## config.mk

```make
export PLATFORM = sky130hd
export DESIGN_NAME = prime_field_arithmetic_unit
export DESIGN_NICKNAME = d
export VERILOG_FILES = /design/src/rtl/pfau_pkg.sv /design/src/rtl/pfau_datapath.sv /design/src/rtl/pfau_controller.sv /design/src/rtl/prime_field_arithmetic_unit.sv
export SDC_FILE = /design/constraint.sdc
export NUM_CORES = 2
export LEC_CHECK = 0
export ABC_AREA = 1
export BUFFER_PORTS_ARGS = -buffer_cell sky130_fd_sc_hd__buf_2
export CAP_MARGIN = 10
export CORE_ASPECT_RATIO = 1.75
export CORE_MARGIN = 2
export CORE_UTILIZATION = 38
export CTS_CLUSTER_DIAMETER = 120
export DETAILED_ROUTE_END_ITERATION = 8
export PLACE_DENSITY = 0.51
export RECOVER_POWER = 50
export SYNTH_ARGS = -nofsm -noshare
export SYNTH_HDL_FRONTEND = slang
export SYNTH_HIERARCHICAL = 1
export SYNTH_SLANG_ARGS = --single-unit
```

## constraint.sdc

```tcl
create_clock -name clk -period 9.29 [get_ports clk]
set_input_delay 1.3935 -clock clk [delete_from_list [all_inputs] [get_ports clk]]
set_output_delay 1.3935 -clock clk [all_outputs]
set_load 0.005 [all_outputs]
```

## src/rtl/pfau_pkg.sv

```systemverilog
// shared types and constants for the prime field arithmetic unit
package pfau_pkg;
    localparam int DEFAULT_WIDTH = 64;
    localparam int EXP_WIDTH = 63;

    localparam logic [2:0] CMD_ADD = 3'd0;
    localparam logic [2:0] CMD_SUB = 3'd1;
    localparam logic [2:0] CMD_MUL = 3'd2;
    localparam logic [2:0] CMD_NEG = 3'd3;
    localparam logic [2:0] CMD_POW = 3'd4;

    // datapath operations chosen by the controller
    typedef enum logic [2:0] {
        OP_NONE   = 3'd0,
        OP_LOAD   = 3'd1,
        OP_REDA   = 3'd2,
        OP_REDB   = 3'd3,
        OP_MULRB  = 3'd4,
        OP_MULBB  = 3'd5,
        OP_MULAB  = 3'd6,
        OP_FINISH = 3'd7
    } dp_op_t;

    typedef struct packed {
        dp_op_t     op;
        logic       start;
    } dp_cmd_t;

    typedef struct packed {
        logic       busy;
        logic       p_small;
        logic       e_zero;
        logic       e_lsb;
        logic       e_next_zero;
        logic [2:0] command;
    } dp_status_t;
endpackage

```

## src/rtl/pfau_datapath.sv

```systemverilog
// datapath: operand registers, bit-serial reducer and shift-add modular multiplier
module pfau_datapath
    import pfau_pkg::*;
#(
    parameter int WIDTH = DEFAULT_WIDTH
)
(
    input  logic                 clk,
    input  logic                 rst_n,
    input  logic [WIDTH-1:0]     p,
    input  logic [2:0]           in_command,
    input  logic [WIDTH-1:0]     in_lhs,
    input  logic [WIDTH-1:0]     in_rhs,
    input  logic [EXP_WIDTH-1:0] in_exponent,
    input  dp_cmd_t              cmd,
    output dp_status_t           status,
    output logic [WIDTH-1:0]     result
);
    localparam int CW = $clog2(WIDTH + 1);

    logic [WIDTH-1:0]     a_reg, b_reg, r_reg, x_reg, y_reg, acc_reg, src_reg;
    logic [WIDTH-1:0]     a_next, b_next, r_next, x_next, y_next, acc_next, src_next;
    logic [EXP_WIDTH-1:0] e_reg, e_next;
    logic [2:0]           c_reg, c_next;
    logic [CW-1:0]        cnt_reg, cnt_next;
    logic                 busy_reg, busy_next;
    logic [1:0]           mode_reg, mode_next;   // 0 reduce, 1 multiply
    logic [1:0]           dst_reg, dst_next;     // 0 a, 1 b, 2 r
    logic [WIDTH-1:0]     res_reg, res_next;

    // (s + t) mod p for s, t < p
    function automatic logic [WIDTH-1:0] addm(input logic [WIDTH-1:0] s,
                                              input logic [WIDTH-1:0] t,
                                              input logic [WIDTH-1:0] m);
        logic [WIDTH:0] sum;
        sum = {1'b0, s} + {1'b0, t};
        if (sum >= {1'b0, m})
            sum = sum - {1'b0, m};
        return sum[WIDTH-1:0];
    endfunction

    logic [WIDTH-1:0] step_val;
    logic [WIDTH-1:0] dbl;
    logic [WIDTH-1:0] one_val;

    assign one_val = {{(WIDTH-1){1'b0}}, 1'b1};
    assign dbl = addm(acc_reg, acc_reg, p);

    always_comb
    begin
        // reduce: acc = 2*acc + bit mod p; multiply: acc = 2*acc + (bit ? x : 0)
        if (mode_reg == 2'd0)
            step_val = addm(dbl, src_reg[WIDTH-1] ? one_val : '0, p);
        else
            step_val = addm(dbl, y_reg[WIDTH-1] ? x_reg : '0, p);
    end

    always_comb
    begin
        logic [WIDTH-1:0] sa, sb, sub_v, neg_v, add_v;
        a_next = a_reg; b_next = b_reg; r_next = r_reg; x_next = x_reg;
        y_next = y_reg; acc_next = acc_reg; src_next = src_reg; e_next = e_reg;
        c_next = c_reg; cnt_next = cnt_reg; busy_next = busy_reg;
        mode_next = mode_reg; dst_next = dst_reg; res_next = res_reg;
        sa = a_reg; sb = b_reg;
        sub_v = (sa >= sb) ? sa - sb : sa + (p - sb);
        neg_v = (sa == '0) ? '0 : p - sa;
        add_v = addm(sa, sb, p);
        if (busy_reg) begin
            acc_next = step_val;
            src_next = src_reg << 1;
            y_next = y_reg << 1;
            cnt_next = cnt_reg - CW'(1);
            if (cnt_reg == CW'(1)) begin
                busy_next = 1'b0;
                case (dst_reg)
                    2'd0: a_next = step_val;
                    2'd1: b_next = step_val;
                    default: r_next = step_val;
                endcase
            end
        end else if (cmd.start) begin
            case (cmd.op)
                OP_LOAD: begin
                    // power keeps its base in b
                    a_next = in_lhs;
                    b_next = (in_command == CMD_POW) ? in_lhs : in_rhs;
                    e_next = in_exponent;
                    c_next = in_command;
                end
                OP_REDA, OP_REDB: begin
                    src_next = (cmd.op == OP_REDA) ? a_reg : b_reg;
                    dst_next = (cmd.op == OP_REDA) ? 2'd0 : 2'd1;
                    mode_next = 2'd0; acc_next = '0;
                    cnt_next = CW'(WIDTH); busy_next = 1'b1;
                    if (cmd.op == OP_REDA)
                        r_next = (p > one_val) ? one_val : '0;
                end
                OP_MULRB, OP_MULBB, OP_MULAB: begin
                    mode_next = 2'd1; acc_next = '0;
                    cnt_next = CW'(WIDTH); busy_next = 1'b1;
                    x_next = (cmd.op == OP_MULRB) ? r_reg : a_reg;
                    y_next = b_reg;
                    dst_next = (cmd.op == OP_MULBB) ? 2'd1 : 2'd2;
                    if (cmd.op == OP_MULRB) e_next = e_reg >> 1;
                end
                OP_FINISH: begin
                    if (p <= one_val) res_next = '0;
                    else begin
                        case (c_reg)
                            CMD_ADD: res_next = add_v;
                            CMD_SUB: res_next = sub_v;
                            CMD_MUL: res_next = r_reg;
                            CMD_NEG: res_next = neg_v;
                            CMD_POW: res_next = r_reg;
                            default: res_next = '0;
                        endcase
                    end
                end
                default: ;
            endcase
        end
        // multiply for pow uses base in b: r*b, and b*b
        if (!busy_reg && cmd.start && cmd.op == OP_MULRB) x_next = r_reg;
        if (!busy_reg && cmd.start && cmd.op == OP_MULBB) x_next = b_reg;
        if (!busy_reg && cmd.start && cmd.op == OP_MULAB) begin
            x_next = a_reg; y_next = b_reg;
        end
        if (!busy_reg && cmd.start && cmd.op == OP_MULBB) e_next = e_reg >> 1;
        if (!busy_reg && cmd.start && cmd.op == OP_MULRB) e_next = e_reg;
    end

    always_ff @(posedge clk or negedge rst_n)
    begin
        if (!rst_n) begin
            busy_reg <= 1'b0;
            cnt_reg  <= '0;
        end else begin
            busy_reg <= busy_next;
            cnt_reg  <= cnt_next;
        end
    end

    always_ff @(posedge clk)
    begin
        a_reg <= a_next; b_reg <= b_next; r_reg <= r_next; x_reg <= x_next;
        y_reg <= y_next; acc_reg <= acc_next; src_reg <= src_next; e_reg <= e_next;
        c_reg <= c_next; mode_reg <= mode_next; dst_reg <= dst_next;
        res_reg <= res_next;
    end

    assign status.busy        = busy_reg;
    assign status.p_small     = (p <= one_val);
    assign status.e_zero      = (e_reg == '0);
    assign status.e_lsb       = e_reg[0];
    assign status.e_next_zero = ((e_reg >> 1) == '0);
    assign status.command     = c_reg;
    assign result = res_reg;

    assert property (@(posedge clk) disable iff (!rst_n)
        busy_reg |-> (cnt_reg != '0))
        else $error("busy with zero count");
    assert property (@(posedge clk) disable iff (!rst_n)
        (busy_reg && cnt_reg == CW'(1)) |=> !busy_reg)
        else $error("operation did not end");
    assert property (@(posedge clk) disable iff (!rst_n)
        (!busy_reg && cmd.start && cmd.op == OP_REDA) |=> busy_reg)
        else $error("reduce did not start");
endmodule

```

## src/rtl/pfau_controller.sv

```systemverilog
// controller state machine sequencing reduce, multiply and power steps
module pfau_controller
    import pfau_pkg::*;
(
    input  logic       clk,
    input  logic       rst_n,
    input  logic       in_valid,
    output logic       in_ready,
    output logic       out_valid,
    input  logic       out_ready,
    input  dp_status_t status,
    output dp_cmd_t    cmd
);
    typedef enum logic [9:0] {
        S_IDLE  = 10'b0000000001,
        S_REDA  = 10'b0000000010,
        S_REDB  = 10'b0000000100,
        S_DISP  = 10'b0000001000,
        S_MUL   = 10'b0000010000,
        S_PCHK  = 10'b0000100000,
        S_PMUL  = 10'b0001000000,
        S_PSQ   = 10'b0010000000,
        S_FIN   = 10'b0100000000,
        S_OUT   = 10'b1000000000
    } state_t;

    state_t state_reg, state_next;
    logic   issued_reg, issued_next;

    always_comb
    begin
        state_next = state_reg;
        issued_next = issued_reg;
        cmd.op = OP_NONE;
        cmd.start = 1'b0;
        in_ready = 1'b0;
        out_valid = 1'b0;
        case (state_reg)
            S_IDLE: begin
                in_ready = 1'b1;
                cmd.op = OP_LOAD;
                cmd.start = in_valid;
                if (in_valid) state_next = S_REDA;
            end
            S_REDA, S_REDB, S_MUL, S_PMUL, S_PSQ: begin
                if (!issued_reg) begin
                    cmd.start = 1'b1;
                    case (state_reg)
                        S_REDA: cmd.op = OP_REDA;
                        S_REDB: cmd.op = OP_REDB;
                        S_MUL:  cmd.op = OP_MULAB;
                        S_PMUL: cmd.op = OP_MULRB;
                        default: cmd.op = OP_MULBB;
                    endcase
                    issued_next = 1'b1;
                end else if (!status.busy) begin
                    issued_next = 1'b0;
                    case (state_reg)
                        S_REDA: state_next = S_REDB;
                        S_REDB: state_next = S_DISP;
                        S_MUL:  state_next = S_FIN;
                        S_PMUL: state_next = status.e_next_zero ? S_FIN : S_PSQ;
                        default: state_next = S_PCHK;
                    endcase
                end
            end
            S_DISP: begin
                if (status.p_small) state_next = S_FIN;
                else if (status.command == CMD_MUL) state_next = S_MUL;
                else if (status.command == CMD_POW) state_next = S_PCHK;
                else state_next = S_FIN;
            end
            S_PCHK: begin
                // base squared into b; exponent shifted after each square
                if (status.e_zero) state_next = S_FIN;
                else if (status.e_lsb) state_next = S_PMUL;
                else if (status.e_next_zero) state_next = S_FIN;
                else state_next = S_PSQ;
            end
            S_FIN: begin
                cmd.op = OP_FINISH;
                cmd.start = 1'b1;
                state_next = S_OUT;
            end
            S_OUT: begin
                out_valid = 1'b1;
                if (out_ready) state_next = S_IDLE;
            end
            default: state_next = S_IDLE;
        endcase
    end

    always_ff @(posedge clk or negedge rst_n)
    begin
        if (!rst_n) begin
            state_reg <= S_IDLE;
            issued_reg <= 1'b0;
        end else begin
            state_reg <= state_next;
            issued_reg <= issued_next;
        end
    end

    assert property (@(posedge clk) disable iff (!rst_n)
        $onehot(state_reg))
        else $error("state not one-hot");
    assert property (@(posedge clk) disable iff (!rst_n)
        (out_valid && !out_ready) |=> out_valid)
        else $error("result dropped");
    assert property (@(posedge clk) disable iff (!rst_n)
        !(in_ready && out_valid))
        else $error("accepting while result pending");
endmodule

```

## src/rtl/prime_field_arithmetic_unit.sv

```systemverilog
// top level of the prime field arithmetic unit
// One request at a time. Operands are reduced bit-serially, and multiplies use a
// shift-add reducing multiplier. A power runs up to 125 multiplies and squares for a
// 63-bit exponent. A result waits in the output register until taken; the next
// request is taken after that. Only the low OPERAND_WIDTH bits of modulus and
// operands are used; a modulus below two gives zero for every command, and unknown
// commands give zero.
module prime_field_arithmetic_unit
    import pfau_pkg::*;
#(
    parameter int OPERAND_WIDTH = DEFAULT_WIDTH
)
(
    input  logic          clk,
    input  logic          rst_n,
    input  logic          cfg_we,
    input  logic [63:0]   cfg_wdata,     // modulus
    input  logic          s_tvalid,
    output logic          s_tready,
    // command [2:0], lhs [66:3], rhs [130:67], exponent [193:131], zero fill
    input  logic [199:0]  s_tdata,
    output logic          m_tvalid,
    input  logic          m_tready,
    output logic [63:0]   m_tdata        // result
);
    logic [63:0] modulus_reg;
    dp_cmd_t     cmd;
    dp_status_t  status;
    logic [OPERAND_WIDTH-1:0] res_w;

    // configuration register
    always_ff @(posedge clk or negedge rst_n)
    begin
        if (!rst_n)
            modulus_reg <= 64'd2;
        else if (cfg_we)
            modulus_reg <= cfg_wdata;
    end

    pfau_controller u_ctrl (
        .clk(clk), .rst_n(rst_n),
        .in_valid(s_tvalid), .in_ready(s_tready),
        .out_valid(m_tvalid), .out_ready(m_tready),
        .status(status), .cmd(cmd)
    );

    pfau_datapath #(.WIDTH(OPERAND_WIDTH)) u_dp (
        .clk(clk), .rst_n(rst_n),
        .p(modulus_reg[OPERAND_WIDTH-1:0]),
        .in_command(s_tdata[2:0]),
        .in_lhs(s_tdata[3 +: OPERAND_WIDTH]),
        .in_rhs(s_tdata[67 +: OPERAND_WIDTH]),
        .in_exponent(s_tdata[193:131]),
        .cmd(cmd), .status(status), .result(res_w)
    );

    // zero-extend result to the port
    assign m_tdata = 64'(res_w);
endmodule

```

## Yosys cells after proc, flatten, opt, wreduce, memory -nomap -nowiden

Index checks and enable logic that the tools add are counted.

- Register bits: 665
- Bits of input ports: 269
- Output and inout bits: 66

- $add $sub $neg: 13
- Magnitude comparators: 7
- Eq/ne operators: 35
- Mux-type cells: 81
- Bitwise logic cells: 2
- Reductions and logical operators: 42

Operator list:

| kind | number |
|---|---|
| 64-bit two-way mux | 43 |
| 64-bit subtractor | 7 |
| 65-bit by 64-bit greater-or-equal comparator with 1-bit output | 4 |
| 64-bit case mux with 4 select lines | 1 |
| 64-bit by 64-bit adder with 65-bit output | 3 |
| 63-bit two-way mux | 3 |
| 63-bit logical NOT | 2 |
| 63-bit case mux with 2 select lines | 1 |
| 10-bit two-way mux | 8 |
| 64-bit by 1-bit adder with 65-bit output | 1 |
| 64-bit adder | 1 |
| 64-bit greater-or-equal comparator | 1 |
| 64-bit by 1-bit > comparator with 1-bit output, second input constant | 1 |
| 64-bit by 1-bit <= comparator with 1-bit output, second input constant | 1 |
| 64-bit logical NOT | 1 |
| 62-bit two-way mux | 1 |
| 10-bit case mux with 6 select lines | 1 |
| 10-bit case mux with 4 select lines | 1 |
| 7-bit two-way mux | 3 |
| 3-bit equality test, second input constant | 6 |
| 9-bit two-way mux | 2 |
| 2-bit != test, second input constant | 8 |
| 2-bit nonzero test | 7 |
| 3-bit by 2-bit equality test with 1-bit output, second input constant | 4 |
| 37 further kinds | 69 |

## Logic depth before layout (Yosys ltp)

- Depth in word-level cells: 12
- Mapped depth: 56
- Depth with buffers taken out: 54

## By module

Netlist, hierarchy kept.

Modules (own cells, without submodules):

| module | times used | cells an instance | area each (um2) | sequential area each (um2) |
|---|---|---|---|---|
| pfau_datapath | 1 | 11109 | 71981.5 | 17636.9 |
| prime_field_arithmetic_unit | 1 | 270 | 2447.3 | 1602.8 |
| pfau_controller | 1 | 126 | 842.1 | 276.5 |

## Least setup slack after synthesis

OpenSTA, ideal clock, no wires.

- Kind: input to register
- Start point: input port s_tvalid
- End point: register u_dp.acc_reg[0], enable pin
- Data arrival time: 8125 ps
- Setup slack: 663 ps
- Stages on the path: 5
- Cells stage by stage: nand2_1 > nand2_1 > inv_1 > o21ai_0 > o21bai_1

RTL lines:

| item | RTL line | source |
|---|---|---|
| from (decl) | prime_field_arithmetic_unit.sv:18 | `input logic s_tvalid,` |
| to (signal assigned) | pfau_datapath.sv:147 | `y_reg <= y_next; acc_reg <= acc_next; src_reg <= src_next; e_reg <= e_next;` |
| to (decl) | pfau_datapath.sv:21 | `logic [WIDTH-1:0] a_reg, b_reg, r_reg, x_reg, y_reg, acc_reg, src_reg;` |

## Worst setup path after layout

- Start point: register modulus_reg[46]
- End point: register u_dp.a_reg[40] (data pin)

- Cells in the longest elaborated chain, start to end: 9
- Elaborated cells on any way between the ends: 15
- Classes of those cells: add/sub: 5; order compare: 3; mux: 7

Ends and longest elaborated chain:

| item | RTL line | source |
|---|---|---|
| from (decl) | prime_field_arithmetic_unit.sv:26 | `logic [63:0] modulus_reg;` |
| from (signal assigned) | prime_field_arithmetic_unit.sv:37 | `modulus_reg <= cfg_wdata;` |
| 65-bit by 64-bit greater-or-equal comparator with 1-bit output / 64-bit subtractor (equally long branches) | pfau_datapath.sv:37, pfau_datapath.sv:38 |  |
| 64-bit two-way mux | pfau_datapath.sv:37 | `if (sum >= {1'b0, m})` |
| 64-bit by 64-bit adder with 65-bit output / 64-bit by 1-bit adder with 65-bit output (equally long branches) | pfau_datapath.sv:36 | `sum = {1'b0, s} + {1'b0, t};` |
| 64-bit subtractor / 65-bit by 64-bit greater-or-equal comparator with 1-bit output (equally long branches) | pfau_datapath.sv:38, pfau_datapath.sv:37 |  |
| 64-bit two-way mux | pfau_datapath.sv:37 |  |
| 64-bit two-way mux (*) | pfau_datapath.sv:52 | `if (mode_reg == 2'd0)` |
| 64-bit two-way mux (*) | pfau_datapath.sv:76 | `case (dst_reg)` |
| 64-bit two-way mux (*) | pfau_datapath.sv:74 | `if (cnt_reg == CW'(1)) begin` |
| 64-bit two-way mux (*) | pfau_datapath.sv:69 | `if (busy_reg) begin` |
| named net u_dp.a_next[40] | pfau_datapath.sv:22 | `logic [WIDTH-1:0] a_next, b_next, r_next, x_next, y_next, acc_next, src_next;` |
| to (signal assigned) | pfau_datapath.sv:146 | `a_reg <= a_next; b_reg <= b_next; r_reg <= r_next; x_reg <= x_next;` |
| to (decl) | pfau_datapath.sv:21 |  |

The timed path passes the listed nets; every way through them passes the cells marked *. The select of a mux whose other input is x is not followed.
A chain may end at the register's enable or synchronous reset.

==> impl_results.md <==
* Die footprint at 0.202 mm^2
* Later-pin clock latency in the skew report at about 0.71 ns
* First-pass DRT Iterations at 7
* CTS tree: yes
* Top cells by area, synth: edfxtp_1 23%, nand2_1 14%, inv_1 9.5%, ha_1 9.5%, a21oi_1 7.6%
* Worst min-delay path class: register to register
* Max Cap Viol at 4
* Main synth FF type: edfxtp_1
* Number of enable flip-flop cells after synthesis at between 500 and 600
* Die width at 340 um
* Gpl congestion at ~1.1
* Core Rows at about 220
* Avg Cell Area, Syn at approximately 6.5 um^2
* Post-synth top area share at between 20% and 30%
* PnR worst setup slack at 0.246 ns
* Largest net degree at the start of global routing at 92
* PortBufs at approximately 330
* Pre-CTS WS at 0.0740 ns
* Asr flop ratio synth at approximately an eighth
* Worst-margin pin slew at ~4.3 ns
* Final Hold Viols at 0
* Synth Instances at roughly 12,000
* Failing checks: max-capacitance violations, max-slew violations
* Pwr Density at 442 mW/mm^2
* Worst EP arrival at around 9.5 ns
* Post-layout min period at 9.04 ns
* Outcome: finished, violations left
* Yosys top cell by area: edfxtp_1
* I/O Pins at ~340
* GR Overflow Total at 0
* Most frequent CP cell: nand2_1
* Pins over their slew limit at around 190
* Headroom to the max-slew limit at -187%
* Post-route setup TNS at 0 ns
* Drt wl/cell at 30.7 um
* Fmax achieved at 0.111 GHz
* Detailed Route WL at between 400,000 and 500,000 um
* Share of layout cells above drive strength 1 at around 17%
* Initial Util at between 30% and 40%
* Leakage at about 47 nW
* Chip Height at 593 um
* First-pass GRT wire length at around 660,000 um
* Gr usage total at between 40% and 50%
* Unrepaired setup endpoints after global routing: yes
* Post-DP HPWL at roughly 420,000 um
* Post-Syn Area at 0.0753 mm^2
* Initial antenna violation count at 34
* Final setup fails at 0
* CP peak stage delay at between 0.5 and 0.6 ns
* Syn Nets at 12,400
* Final net count at 14,100
* CTS buffer count at 59
* CP Data Required Time at 9.72 ns
* DRT iter0 DRCs at roughly 10,000
* CTS clock-pin slew for the worst setup and hold paths at approximately 0.090 ns
* Core area at ~0.20 mm^2
* H-tree depth at 2
* DR vias at about 92,000
* Worst hold margin at 0.495 ns
* Crit start category: register
* Clock root buffer: clkbuf_16
* Post-route DRC at 0
* Worst Clk Skew at 0.0335 ns
* Largest fanout on the critical path at 24
* Slowest-stage cell, CP: a21oi_1
* Max IR drop VDD at between 0.0002 and 0.0003 V
* # hold bufs at CTS at 0
* Reg2reg setup slack at 0.25 ns
* Seq/Total Area, Yosys at roughly 26%
* Seq cells post-synth at 664
* Via-to-Cell Ratio at around 5.8
* Clock Sinks at around 660
* Final Power at between 0.04 and 0.05 W
* Clk buf depth at 3
* Area grow syn2layout at 25.1%
* Vias in the first global route at between 90,000 and 100k
* Crit share post-route at 97.4%
* Synth unique cells at just under 70
* CP Capture Type: register
* Crit Path Class: register to register
* Syn. warnings at 6
* DRT antenna net count at 0
==> Yosys cell counts, types with 29 or more instances <==
master / count
nand2_1: 2868
inv_1: 1913
nor2_1: 1203
a21oi_1: 1141
o21ai_0: 780
edfxtp_1: 580
ha_1: 573
nand3_1: 466
xor2_1: 284
clkbuf_1: 203
xnor2_1: 133
nor3_1: 109
nand4_1: 97
a31oi_1: 92
dfrtp_1: 81
o21a_1: 75
nor4_1: 73
fa_1: 71
a32o_1: 67
o22ai_1: 67
or2_2: 58
o21ai_1: 48
o211ai_1: 42
o21bai_1: 42
nand3b_1: 41
a21o_1: 40
inv_2: 31
buf_2: 30
o221ai_1: 29
==> layout make-up <==
cell class	count	area [um^2]
repair buffers	1943	14500
fillers	20700	103000
well taps	2616	3270
flip-flops and latches	664	19500
clock inverters	41	556
multi-input cells	8611	47400
diodes	17	42.5
clock buffers	70	1590
inverters	1951	7340
==> power breakdown <==
group / internal [W] / leakage, nW / switching, W
combinational: 0.0135 / 39.1 / 0.0208
sequential: 0.00425 / 6.75 / 0.000176
clock: 0.00151 / 1.05 / 0.00133
==> routing by layer <==
metal,vias to the layer above,track usage (%),share of wire [%]
li1,41300,-,-
met1,43100,45.7,32
met2,5277,80.0,47
met3,1859,7.39,7.3
met4,8,53.2,14
met5,-,0.0237,0.0088
==> worst paths after layout <==
check                                                  start                      endpoint  cells after the start
max in group asynchronous                              rst_n   modulus_reg[46]$_DFFE_PN0P_                      2
worst min register to register  u_dp/src_reg[0]$_SDFFE_PP0P_  u_dp/src_reg[0]$_SDFFE_PP0P_                      2
min in group asynchronous                              rst_n   u_dp/cnt_reg[2]$_DFFE_PN0P_                      1
worst min-delay path            u_dp/src_reg[0]$_SDFFE_PP0P_  u_dp/src_reg[0]$_SDFFE_PP0P_                      2
worst max-delay path             modulus_reg[46]$_DFFE_PN0P_      u_dp/a_reg[40]$_DFFE_PP_                     51
worst max register to register   modulus_reg[46]$_DFFE_PN0P_      u_dp/a_reg[40]$_DFFE_PP_                     51
==> cell families after synthesis <==
group           count (synthesis)  synth area share (%)
compound gates               2538                  18.9
buf+inv                      2230                  11.5
fa+ha+maj                     644                  11.4
xor+xnor                      417                  4.85
simple gates                 5012                  27.4
flops                         664                  25.9
==> placed cells by master, fill, tap and decap left out, types with 40 or more instances in the layout <==
master / count
nand3_1: 465
o21ai_1: 51
a21o_1: 40
a32o_1: 67
o21ai_0: 774
o211ai_1: 42
buf_12: 57
buf_2: 324
dfrtp_1: 78
a21oi_1: 1138
buf_4: 1553
nand2_1: 2862
or2_2: 58
nor3_1: 107
edfxtp_1: 580
o21bai_1: 41
xor2_1: 283
inv_1: 1906
nor2_1: 1191
ha_1: 571
clkbuf_16: 60
o21a_1: 75
a31oi_1: 91
nor4_1: 66
xnor2_1: 133
nand4_1: 97
fa_1: 71
nand3b_1: 41
o22ai_1: 67
==> critical path, delay by kind of cell, from the launching register on <==
family                   cells  cell delay (ns)
buffers and inverters       16             2.36
adder cells (fa/ha/maj)      3             1.08
flip-flops                   1             0.44
XOR/XNOR                     1             0.21
AND/OR/NAND/NOR             25             3.01
AO/OA/AOI/OAI                6             1.58
==> metrics by stage <==
step                      utilization, %  area (um^2)  cells
after global placement              46.6        91900  15800
after global routing                47.7        94100  15900
after detailed placement            46.6        91900  15800
final                               47.7        94200  15900
after CTS                           47.7        94000  15900
after floorplan                        -        75300  11500
==> timing repair <==
action	4_1_cts	5_1_grt
endpoints found under the setup margin	0	256
resized for setup	0	37
buffers inserted	0	1
Note: power is estimated with default switching activity, not from simulation.
